**config.mk**
```make
export PLATFORM = sky130hd
export DESIGN_NAME = hsv_to_rgb_convert_top
export DESIGN_NICKNAME = d
export VERILOG_FILES = /design/src/sv/hsvc_pkg.sv /design/src/sv/hsv_to_rgb_convert_top.sv /design/src/sv/hsvc_chan_div.sv
export SDC_FILE = /design/constraint.sdc
export NUM_CORES = 2
export LEC_CHECK = 0
export BUFFER_PORTS_ARGS = -buffer_cell sky130_fd_sc_hd__buf_2
export CORE_MARGIN = 1.5
export CORE_UTILIZATION = 45
export DETAILED_ROUTE_END_ITERATION = 8
export GPL_TIMING_DRIVEN = 0
export SLEW_MARGIN = 15
export SYNTH_ARGS = -nofsm -noshare
export SYNTH_HDL_FRONTEND = slang
export SYNTH_SLANG_ARGS = --single-unit
export TNS_END_PERCENT = 10
```
**constraint.sdc**
```tcl
create_clock -name clk -period 9.6 [get_ports clk]
set_input_delay 1.44 -clock clk [delete_from_list [all_inputs] [get_ports clk]]
set_output_delay 1.44 -clock clk [all_outputs]
set_load 0.05 [all_outputs]
```
**src/sv/hsvc_pkg.sv**
```systemverilog
`timescale 1ns / 1ps
// ----------------------------------------------------------------------------
// hsvc_pkg: shared types and constants for the HSV to RGB converter
// Field widths, sector codes, fixed-point constants and the stage enable group.
// ----------------------------------------------------------------------------
package hsvc_pkg;

	localparam int HUE_W   = 9;
	localparam int PCT_W   = 7;
	localparam int CHAN_W  = 8;
	localparam int FRAC_W  = 6;
	localparam int BASE_W  = 13;
	localparam int NUM_W   = 20;
	localparam int SCALED_W = 24;
	localparam int ZDIV_W  = 18;
	localparam int RMUL_W  = 17;
	localparam int PROD_W  = ZDIV_W + RMUL_W;
	localparam int RSHIFT  = 26;
	localparam int QUOT_W  = PROD_W - RSHIFT;

	localparam logic [HUE_W-1:0]  HUE_LIMIT  = 9'd360;
	localparam logic [PCT_W-1:0]  PCT_LIMIT  = 7'd100;
	localparam logic [FRAC_W-1:0] SECTOR_DEG = 6'd60;
	localparam logic [BASE_W-1:0] FULL_BASE  = 13'd6000;
	localparam logic [RMUL_W-1:0] RECIP_MUL  = 17'd107374;
	localparam logic [ZDIV_W-1:0] DIV_BASE   = 18'd625;
	localparam logic [CHAN_W-1:0] CHAN_MAX   = 8'hFF;

	typedef enum logic [2:0] {
		SEC_0,
		SEC_1,
		SEC_2,
		SEC_3,
		SEC_4,
		SEC_5
	} sector_t;

	typedef logic [BASE_W-1:0] base_t;
	typedef logic [NUM_W-1:0]  num_t;

	typedef struct packed {
		logic s4;
		logic s5;
	} div_en_t;

endpackage

```
**src/sv/hsv_to_rgb_convert_top.sv**
```systemverilog
`timescale 1ns / 1ps
// Throughput: one word per cycle while out_stall is low; each of the five stages holds one word.
// Backpressure: a stage advances when it is empty or the next stage advances.
// Reset: arst_n clears all stage valid bits; payload registers are not reset.
// ----------------------------------------------------------------------------
// hsv_to_rgb_convert_top: HSV to RGB converter
// Clamps hue, saturation and brightness, selects the sector terms and scales
// each channel to 8 bits in a five-stage pipeline.
// ----------------------------------------------------------------------------
module hsv_to_rgb_convert_top (
	input  logic                         clk,
	input  logic                         arst_n,
	input  logic                         in_valid,
	output logic                         in_stall,
	input  logic [hsvc_pkg::HUE_W-1:0]   hue,
	input  logic [hsvc_pkg::PCT_W-1:0]   saturation,
	input  logic [hsvc_pkg::PCT_W-1:0]   brightness,
	output logic                         out_valid,
	input  logic                         out_stall,
	output logic [hsvc_pkg::CHAN_W-1:0]  red,
	output logic [hsvc_pkg::CHAN_W-1:0]  green,
	output logic [hsvc_pkg::CHAN_W-1:0]  blue
);
	import hsvc_pkg::*;

	logic vld_s1, vld_s2, vld_s3, vld_s4, vld_s5;
	logic en_s1, en_s2, en_s3, en_s4, en_s5;
	div_en_t div_en;

	logic [HUE_W-1:0]  hue_c;
	logic [PCT_W-1:0]  sat_c, bri_c;
	sector_t           sec_c;
	logic [HUE_W-1:0]  base_deg;

	sector_t           sec_s1;
	logic [FRAC_W-1:0] frac_s1;
	logic [PCT_W-1:0]  sat_s1, bri_s1;

	base_t fs, gs, pv, qv, tv;
	base_t rb, gb, bb;
	base_t rb_s2, gb_s2, bb_s2;
	logic [PCT_W-1:0] bri_s2;

	num_t rnum_s3, gnum_s3, bnum_s3;

	// advance when empty or when the next stage advances
	assign en_s5 = ~vld_s5 | ~out_stall;
	assign en_s4 = ~vld_s4 | en_s5;
	assign en_s3 = ~vld_s3 | en_s4;
	assign en_s2 = ~vld_s2 | en_s3;
	assign en_s1 = ~vld_s1 | en_s2;
	assign in_stall  = ~en_s1;
	assign out_valid = vld_s5;
	assign div_en.s4 = en_s4;
	assign div_en.s5 = en_s5;

	always_ff @(posedge clk or negedge arst_n) begin
		if (!arst_n) begin
			vld_s1 <= 1'b0;
			vld_s2 <= 1'b0;
			vld_s3 <= 1'b0;
			vld_s4 <= 1'b0;
			vld_s5 <= 1'b0;
		end else begin
			if (en_s1) vld_s1 <= in_valid;
			if (en_s2) vld_s2 <= vld_s1;
			if (en_s3) vld_s3 <= vld_s2;
			if (en_s4) vld_s4 <= vld_s3;
			if (en_s5) vld_s5 <= vld_s4;
		end
	end

	// stage 1: clamp, sector and fraction
	always_comb begin
		hue_c = (hue > HUE_LIMIT) ? HUE_LIMIT : hue;
		sat_c = (saturation > PCT_LIMIT) ? PCT_LIMIT : saturation;
		bri_c = (brightness > PCT_LIMIT) ? PCT_LIMIT : brightness;
		if (hue_c >= HUE_LIMIT) begin
			sec_c    = SEC_0;
			base_deg = HUE_LIMIT;
		end else if (hue_c >= 9'd300) begin
			sec_c    = SEC_5;
			base_deg = 9'd300;
		end else if (hue_c >= 9'd240) begin
			sec_c    = SEC_4;
			base_deg = 9'd240;
		end else if (hue_c >= 9'd180) begin
			sec_c    = SEC_3;
			base_deg = 9'd180;
		end else if (hue_c >= 9'd120) begin
			sec_c    = SEC_2;
			base_deg = 9'd120;
		end else if (hue_c >= 9'd60) begin
			sec_c    = SEC_1;
			base_deg = 9'd60;
		end else begin
			sec_c    = SEC_0;
			base_deg = 9'd0;
		end
	end

	always_ff @(posedge clk) begin
		if (en_s1) begin
			sec_s1  <= sec_c;
			frac_s1 <= FRAC_W'(hue_c - base_deg);
			sat_s1  <= sat_c;
			bri_s1  <= bri_c;
		end
	end

	// stage 2: v, p, q, t terms over 6000 and sector selection
	assign fs = BASE_W'(frac_s1) * BASE_W'(sat_s1);
	assign gs = BASE_W'(SECTOR_DEG - frac_s1) * BASE_W'(sat_s1);
	assign pv = BASE_W'(PCT_LIMIT - sat_s1) * BASE_W'(SECTOR_DEG);
	assign qv = FULL_BASE - fs;
	assign tv = FULL_BASE - gs;

	always_comb begin
		case (sec_s1)
			SEC_0: begin
				rb = FULL_BASE; gb = tv; bb = pv;
			end
			SEC_1: begin
				rb = qv; gb = FULL_BASE; bb = pv;
			end
			SEC_2: begin
				rb = pv; gb = FULL_BASE; bb = tv;
			end
			SEC_3: begin
				rb = pv; gb = qv; bb = FULL_BASE;
			end
			SEC_4: begin
				rb = tv; gb = pv; bb = FULL_BASE;
			end
			default: begin
				rb = FULL_BASE; gb = pv; bb = qv;
			end
		endcase
	end

	always_ff @(posedge clk) begin
		if (en_s2) begin
			rb_s2  <= rb;
			gb_s2  <= gb;
			bb_s2  <= bb;
			bri_s2 <= bri_s1;
		end
	end

	// stage 3: scale by brightness
	always_ff @(posedge clk) begin
		if (en_s3) begin
			rnum_s3 <= NUM_W'(bri_s2) * NUM_W'(rb_s2);
			gnum_s3 <= NUM_W'(bri_s2) * NUM_W'(gb_s2);
			bnum_s3 <= NUM_W'(bri_s2) * NUM_W'(bb_s2);
		end
	end

	// stages 4 and 5: floor to 8 bits
	hsvc_chan_div u_div_red (
		.clk     (clk),
		.en      (div_en),
		.num_s3  (rnum_s3),
		.chan_s5 (red)
	);

	hsvc_chan_div u_div_green (
		.clk     (clk),
		.en      (div_en),
		.num_s3  (gnum_s3),
		.chan_s5 (green)
	);

	hsvc_chan_div u_div_blue (
		.clk     (clk),
		.en      (div_en),
		.num_s3  (bnum_s3),
		.chan_s5 (blue)
	);

	a_stall_from_output: assert property (@(posedge clk) disable iff (!arst_n)
		in_stall |-> (out_valid && out_stall))
		else $error("input stalled without output backpressure");

	a_stall_only_when_full: assert property (@(posedge clk) disable iff (!arst_n)
		in_stall |-> (vld_s1 && vld_s2 && vld_s3 && vld_s4 && vld_s5))
		else $error("input stalled while a stage is empty");

	a_drain_on_release: assert property (@(posedge clk) disable iff (!arst_n)
		(vld_s4 && !out_stall) |=> out_valid)
		else $error("word lost between last two stages");

endmodule

```
**src/sv/hsvc_chan_div.sv**
```systemverilog
`timescale 1ns / 1ps
// ----------------------------------------------------------------------------
// hsvc_chan_div: channel scaling stages
// Computes floor(num * 255 / 600000) over two pipeline stages by reciprocal
// multiplication with a single correction step.
// ----------------------------------------------------------------------------
module hsvc_chan_div (
	input  logic                        clk,
	input  hsvc_pkg::div_en_t           en,
	input  hsvc_pkg::num_t              num_s3,
	output logic [hsvc_pkg::CHAN_W-1:0] chan_s5
);
	import hsvc_pkg::*;

	logic [SCALED_W-1:0] scaled;
	logic [ZDIV_W-1:0]   zdiv;
	logic [PROD_W-1:0]   prod;
	logic [QUOT_W-1:0]   qest_s4;
	logic [ZDIV_W-1:0]   zdiv_s4;
	logic [ZDIV_W-1:0]   back;
	logic [ZDIV_W-1:0]   rem;
	logic [QUOT_W:0]     quot;

	// num * 17 / 40000 equals num * 255 / 600000; strip the 2^6 factor first
	assign scaled = {num_s3, 4'b0000} + SCALED_W'(num_s3);
	assign zdiv   = scaled[SCALED_W-1:SCALED_W-ZDIV_W];
	assign prod   = PROD_W'(zdiv) * PROD_W'(RECIP_MUL);

	always_ff @(posedge clk) begin
		if (en.s4) begin
			qest_s4 <= prod[PROD_W-1:RSHIFT];
			zdiv_s4 <= zdiv;
		end
	end

	assign back = ZDIV_W'(qest_s4) * DIV_BASE;
	assign rem  = zdiv_s4 - back;
	assign quot = (QUOT_W + 1)'(qest_s4) + (QUOT_W + 1)'(rem >= DIV_BASE);

	always_ff @(posedge clk) begin
		if (en.s5) begin
			chan_s5 <= (quot > (QUOT_W + 1)'(CHAN_MAX)) ? CHAN_MAX : quot[CHAN_W-1:0];
		end
	end

endmodule
```
[Word-level counts from Yosys, hierarchy flattened]
Cells that the tools add are included.
Cells by class
  add/sub/neg operators: 14
  $mul: 12
  $lt $le $gt $ge: 15
  equality and inequality tests: 4
  multiplexer cells: 15
  bitwise logic cells: 12
  reductions and logical operators: 6
Operator list (count)
  $pmux 13 s3: 3
  $mul 18x16->34 const B: 3
  $add 24x20->24: 3
  $mul 7x13->20: 3
  $ge 18x10->1 const B: 3
  $mul 9x10->18 const B: 3
  $sub 18x18->18: 3
  $mux 6: 6
  $add 9x1->10: 3
  $gt 10x8->1 const B: 3
  $sub 13x13->13 const A: 2
  $ge 9x8->1 const B: 2
  $ge 9x9->1 const B: 2
  $gt 7x7->1 const B: 2
  $mul 13x4->11 const B: 1
  $mul 6x7->13: 1
  $mul 7x8->13: 1
  $ge 9x6->1 const B: 1
  $ge 9x7->1 const B: 1
  $gt 9x9->1 const B: 1
  $mux 9: 1
  $reduce_or 2->1: 4
  $sub 7x7->8 const A: 1
  $not 1->1: 7
  other kinds (11): 18
Storage, ports and cells
  register bits: 239
  input bits: 27
  output and inout port bits: 26
  logic and storage cells: 104

[Depth between registers and ports, before layout]
  depth after elaboration: 10
  mapped depth: 31
  depth with buffers taken out: 31

[Hierarchy]
Synthesis repeated with hierarchy kept, for this count alone.
Second synthesis, totals
  cells, all modules: 4619
  area total of the unflattened synthesis: 45248.4 µm²
By module, submodules not included
  hsv_to_rgb_convert_top: times used 1, cells each 1857, area an instance 17643.2 µm², sequential area each 3998.8 µm²
  hsvc_chan_div at u_div_red: times used 1, cells each 934, area an instance 9242.6 µm², sequential area each 1051.0 µm²
  hsvc_chan_div at u_div_blue: times used 1, cells each 909, area an instance 9188.8 µm², sequential area each 1051.0 µm²
  hsvc_chan_div at u_div_green: times used 1, cells each 919, area an instance 9173.8 µm², sequential area each 1051.0 µm²

[Worst setup path after synthesis]
Ideal clock, no wire load.
  path kind: register to register
  start: reg bnum_s3[5]
  end: reg u_div_blue.qest_s4[6] (data pin)
  setup time: 0.257 ns
  arrival: 7.318 ns
  data required time: 9.343 ns
  slack: 2.025 ns
  stages on the path, launching flop included: 28
  path buffers: 0
  period minus slack after synthesis: 7.575 ns
  cells stage by stage: edfxtp_1 > ha_1 > a31oi_1 > o21bai_1 > a31oi_1 > o21ai_1 > o21ai_1 > o2111ai_1 > nand4_1 > xnor2_1 > ha_1 > fa_1 > fa_1 > inv_1 > fa_1 > inv_1 > fa_1 > fa_1 > ha_1 > a21oi_1 > o21ai_0 > a2111oi_0 > a21oi_1 > a31o_1 > a21oi_1 > o211ai_1 > a21o_1 > xor2_1
Between the ends
  word-level cells in the longest chain between the ends: 2
RTL lines
  start: declaration: line hsv_to_rgb_convert_top.sv:44  | num_t rnum_s3, gnum_s3, bnum_s3;
  start signal: assignment: line hsv_to_rgb_convert_top.sv:155  | bnum_s3 <= NUM_W'(bri_s2) * NUM_W'(bb_s2);
  $add 24x20->24: line hsvc_chan_div.sv:25  | assign scaled = {num_s3, 4'b0000} + SCALED_W'(num_s3);
  via u_div_blue.scaled[23]: line hsvc_chan_div.sv:15  | logic [SCALED_W-1:0] scaled;
  $mul 18x16->34: line hsvc_chan_div.sv:27  | assign prod = PROD_W'(zdiv) * PROD_W'(RECIP_MUL);
  via u_div_blue.prod[32]: line hsvc_chan_div.sv:17  | logic [PROD_W-1:0] prod;
  end signal: assignment: line hsvc_chan_div.sv:31  | qest_s4 <= prod[PROD_W-1:RSHIFT];
  end: declaration: line hsvc_chan_div.sv:18  | logic [QUOT_W-1:0] qest_s4;
The timed path passes the listed nets, and every way through them passes these cells.
A chain may end at the register's enable or synchronous reset.

[Final worst setup path]
  start: reg rnum_s3[5]
  end: reg u_div_red.qest_s4[8] (data pin)
Between the ends
  word-level cells in the longest chain between the ends: 2
RTL lines
  start: declaration: line hsv_to_rgb_convert_top.sv:44
  start signal: assignment: line hsv_to_rgb_convert_top.sv:153  | rnum_s3 <= NUM_W'(bri_s2) * NUM_W'(rb_s2);
  $add 24x20->24: line hsvc_chan_div.sv:25
  via u_div_red.scaled[23]: line hsvc_chan_div.sv:15
  $mul 18x16->34: line hsvc_chan_div.sv:27
  via u_div_red.prod[34]: line hsvc_chan_div.sv:17
  end signal: assignment: line hsvc_chan_div.sv:31
  end: declaration: line hsvc_chan_div.sv:18
The timed path passes the listed nets, and every way through them passes these cells.

==> impl.org <==
** STA
- For the pin with the worst max-slew slack, the measured transition is 1.03 ns.
- Setup total negative slack on the finished layout was measured at 0 ns.
- Headroom to the max-slew limit came out at 31.0%.
- For this run, the top clock speed supported by timing is 0.112 GHz.
- The clock period could shrink to 8.91 ns.
- The number of max-slew violations in the final report came to 0.
- Final Hold Fails :: 0
- Endpoints failing setup :: 0
- Setup repair after global routing missed its margin :: no
- Post-Route Skew :: 0.0421 ns
- After layout, the worst path uses 92.8% of the clock period.

** Yosys
- Of the post-synthesis cell area, the dominant cell type holds 29.2%.
- In the synthesized netlist the dominant register cell turns out to be edfxtp_1.
- After synthesis, the netlist uses 77 different library cells.
- Cell area after technology mapping :: 44,000 um^2
- EDFF count, synth :: 234
- Counting flops with an async set or reset pin after synthesis yields a share of 2.09%.
- Most common cell in the synthesized netlist :: inv_1
- Leading post-synthesis cells by instance count :: inv_1, ha_1, fa_1
- Summing the sequential cell areas from Yosys gives 16.3% of the chip area.
- Ranked by total cell area, the synthesized netlist is headed by fa_1, ha_1, edfxtp_1.
- In this run, synthesis produced a sequential element count of 239.
- The Yosys step of the flow raised 0 warnings.
- Counting every net in the synthesized netlist gives 5,934.
- Of all cell types, the one taking the most synthesized area is fa_1.
- The cell count after synthesis came out at 4,471.
- Syn_area_per_cell :: 9.84 um^2

** Setup path
- CP Max Fanout :: 5
- The worst setup path is captured at a register.
- STA classifies the critical path startpoint as a register.
- The worst setup path is of the reg -> reg kind.
- On the worst path, the slowest cell contributes a delay of 0.75 ns.
- STA puts the critical path data arrival time at 9.21 ns.
- Slowest stage cell on the critical path :: nor4_1
- At the worst endpoint, the required time is 9.90 ns.
- The cell that appears most often on the critical path is fa_1.

** Route
- After detailed routing, the number of vias per cell comes to 5.06.
- The final layout contains routed wiring with a total length of 92.5 mm.
- Dividing the detail-routed wire length by the instance count gives 15.8 um.
- Via count of the routed design :: 29,633
- In this run the remaining antenna-violating nets after routing total 0.
- For this block, the initial DRC count from the detailed router was 1,307.
- DRC errors left :: 8
- The first TritonRoute pass finished after 9 iterations.

** Place
- Buffers placed on the I/O ports in this run total 48.
- Once detailed placement completed, the half-perimeter wirelength came to 79.5 mm.
- RD Place Congestion :: 0.923

** Worst hold path
- Kind of path behind the tightest hold check :: reg -> reg

** Clock network
- The number of hold buffers added after CTS was 0.
- CTS Buffer Depth :: 3
- CTS tree :: built
- For this design, the sink count on the clock tree is 239.
- Depth of the CTS H-tree :: 2
- Clk Latency, worst-skew pair :: 0.59 ns
- In this run, CTS created clock tree buffers numbering 34.
- The number of setup buffers added after CTS is 0.
- Once the clock tree was built, the resizer swapped 0 gates to a different size.
- The root buffer cell chosen for the clock tree is clkbuf_16.
- After clock tree synthesis, the clock-pin slew on the worst setup and hold paths is 0.05 ns.

** Run status
- Result of the run :: finished with violations
- Failing checks :: DRC

** Die
- 53 I/O pins were placed.
- Area of the core region :: 96,900 um^2
- Total Die Area :: 99,700 um^2
- Die Wd :: 316 um
- Row generation in the floorplan step produced 114 rows.
- Floorplan die height :: 316 um
- Once the floorplan was initialized, standard cells occupied 45.4% of the core.

** Global route
- Largest net degree at the start of global routing :: 61
- Number of global-route vias before repair :: 30,883
- Total GRT Usage :: 19.5%
- The first global-routing pass estimated 156 mm of wire.
- Overflow after GRT :: 0
- Antenna violations before repair :: 1

** Final layout
- After filler insertion, the fill cell instance count of the layout stands at 9,045.
- For this run, the post-layout net count is 6,022.
- In the final layout, the share of cells above drive strength 1 is 2.68%.
- Layout area overhead :: 7.03%

** Run
- Number of max-cap violations :: 0
cell usage in the layout (no fill, tap or decap), types with 18 or more instances in the layout:
| cell | instances |
|---|---|
| a21o_1 | 36 |
| a21oi_1 | 154 |
| a31oi_1 | 32 |
| and2_1 | 158 |
| and3_1 | 30 |
| buf_2 | 48 |
| clkbuf_1 | 72 |
| clkbuf_16 | 34 |
| edfxtp_1 | 234 |
| fa_1 | 642 |
| ha_1 | 794 |
| inv_1 | 1053 |
| nand2_1 | 328 |
| nand2b_1 | 31 |
| nand3_1 | 36 |
| nor2_1 | 173 |
| nor2b_1 | 43 |
| nor3_1 | 44 |
| o21a_1 | 28 |
| o21ai_0 | 76 |
| o21ai_1 | 33 |
| o21bai_1 | 18 |
| xnor2_1 | 162 |
| xor2_1 | 70 |
flip-flops by register name, indices dropped and copies added (netlist names), 13 cells and up:
| register | count |
|---|---|
| u_div_blue.zdiv_s4 | 18 |
| u_div_green.zdiv_s4 | 18 |
| rnum_s3 | 20 |
| u_div_red.zdiv_s4 | 18 |
| bnum_s3 | 20 |
| gnum_s3 | 20 |
| gb_s2 | 13 |
| rb_s2 | 13 |
| bb_s2 | 13 |
final cells by class:
| class | instances | area [um^2] | area share, % |
|---|---|---|---|
| Clock inverter | 20 | 254 | 0.539 |
| Multi-Input combinational cell | 3109 | 32700 | 69.3 |
| Tap cell | 1276 | 1600 | 3.39 |
| Antenna cell | 1 | 2.50 | 0.00531 |
| Sequential cell | 239 | 7150 | 15.2 |
| Buffer | 66 | 248 | 0.526 |
| Clock buffer | 42 | 881 | 1.87 |
| Inverter | 1057 | 3970 | 8.43 |
| Timing Repair Buffer | 52 | 334 | 0.709 |
cells by family (layout without fill, tap and decap cells):
family / Yosys count / count (layout) / synth area share, %
mux: 14 / 14 / 0.321
flops: 239 / 239 / 16.3
simple gates: 919 / 919 / 10.1
other cells: 0 / 1 / 0
compound gates: 507 / 507 / 7.34
xor+xnor: 232 / 232 / 4.62
fa+ha+maj: 1437 / 1437 / 51.8
buf+inv: 1123 / 1237 / 9.58
stage by stage:
step	util, %	setup WS, ns	hold WS (ns)	cell area (um^2)	instances
2_1_floorplan	-	2.03	0.400	44000	4471
6_report	48.6	0.692	0.421	47100	5862
4_1_cts	48.6	0.635	0.425	47100	5861
3_5_place_dp	47.4	0.696	0.408	46000	5799
5_1_grt	48.6	0.174	0.433	47100	5861
3_3_place_gp	47.3	0.657	0.406	45800	5795
metal layers:
metal,global-route usage (%),routed length (um),up-vias
met2,33.9,44400,456
li1,-,-,14518
met3,1.82,2990,130
met1,26.0,42800,14529
met5,0,0,-
met4,5.17,2280,0
final timing paths:
kind                                    startpoint                              to  slack (ns)  depth (start not counted)
max                           rnum_s3[5]$_DFFE_PP_  u_div_red.qest_s4[8]$_DFFE_PP_        0.69                         28
min                        bri_s1[2]$_SDFFCE_PN1N_             bri_s2[2]$_DFFE_PP_        0.42                          0
max reg2reg                   rnum_s3[5]$_DFFE_PP_  u_div_red.qest_s4[8]$_DFFE_PP_        0.69                         28
min reg2reg                bri_s1[2]$_SDFFCE_PN1N_             bri_s2[2]$_DFFE_PP_        0.42                          0
max in group asynchronous                   arst_n              vld_s2$_DFFE_PN0P_        8.77                          1
min in group asynchronous                   arst_n              vld_s3$_DFFE_PN0P_        0.69                          1
worst max-delay path, delay by kind of cell, from the launching register on:
family                     cells  cell delay (ns)
adders and majority gates      8             3.45
AOI/OAI and AO/OA             11             2.56
and+or+nand+nor                5             1.35
xor gates and xnor gates       2             0.75
DFF                            1             0.41
buffers and inverters          2             0.11
Power is left out: the tool's default activity adds up to more than one toggle a clock period on the data nets, which glitch-free logic cannot reach.
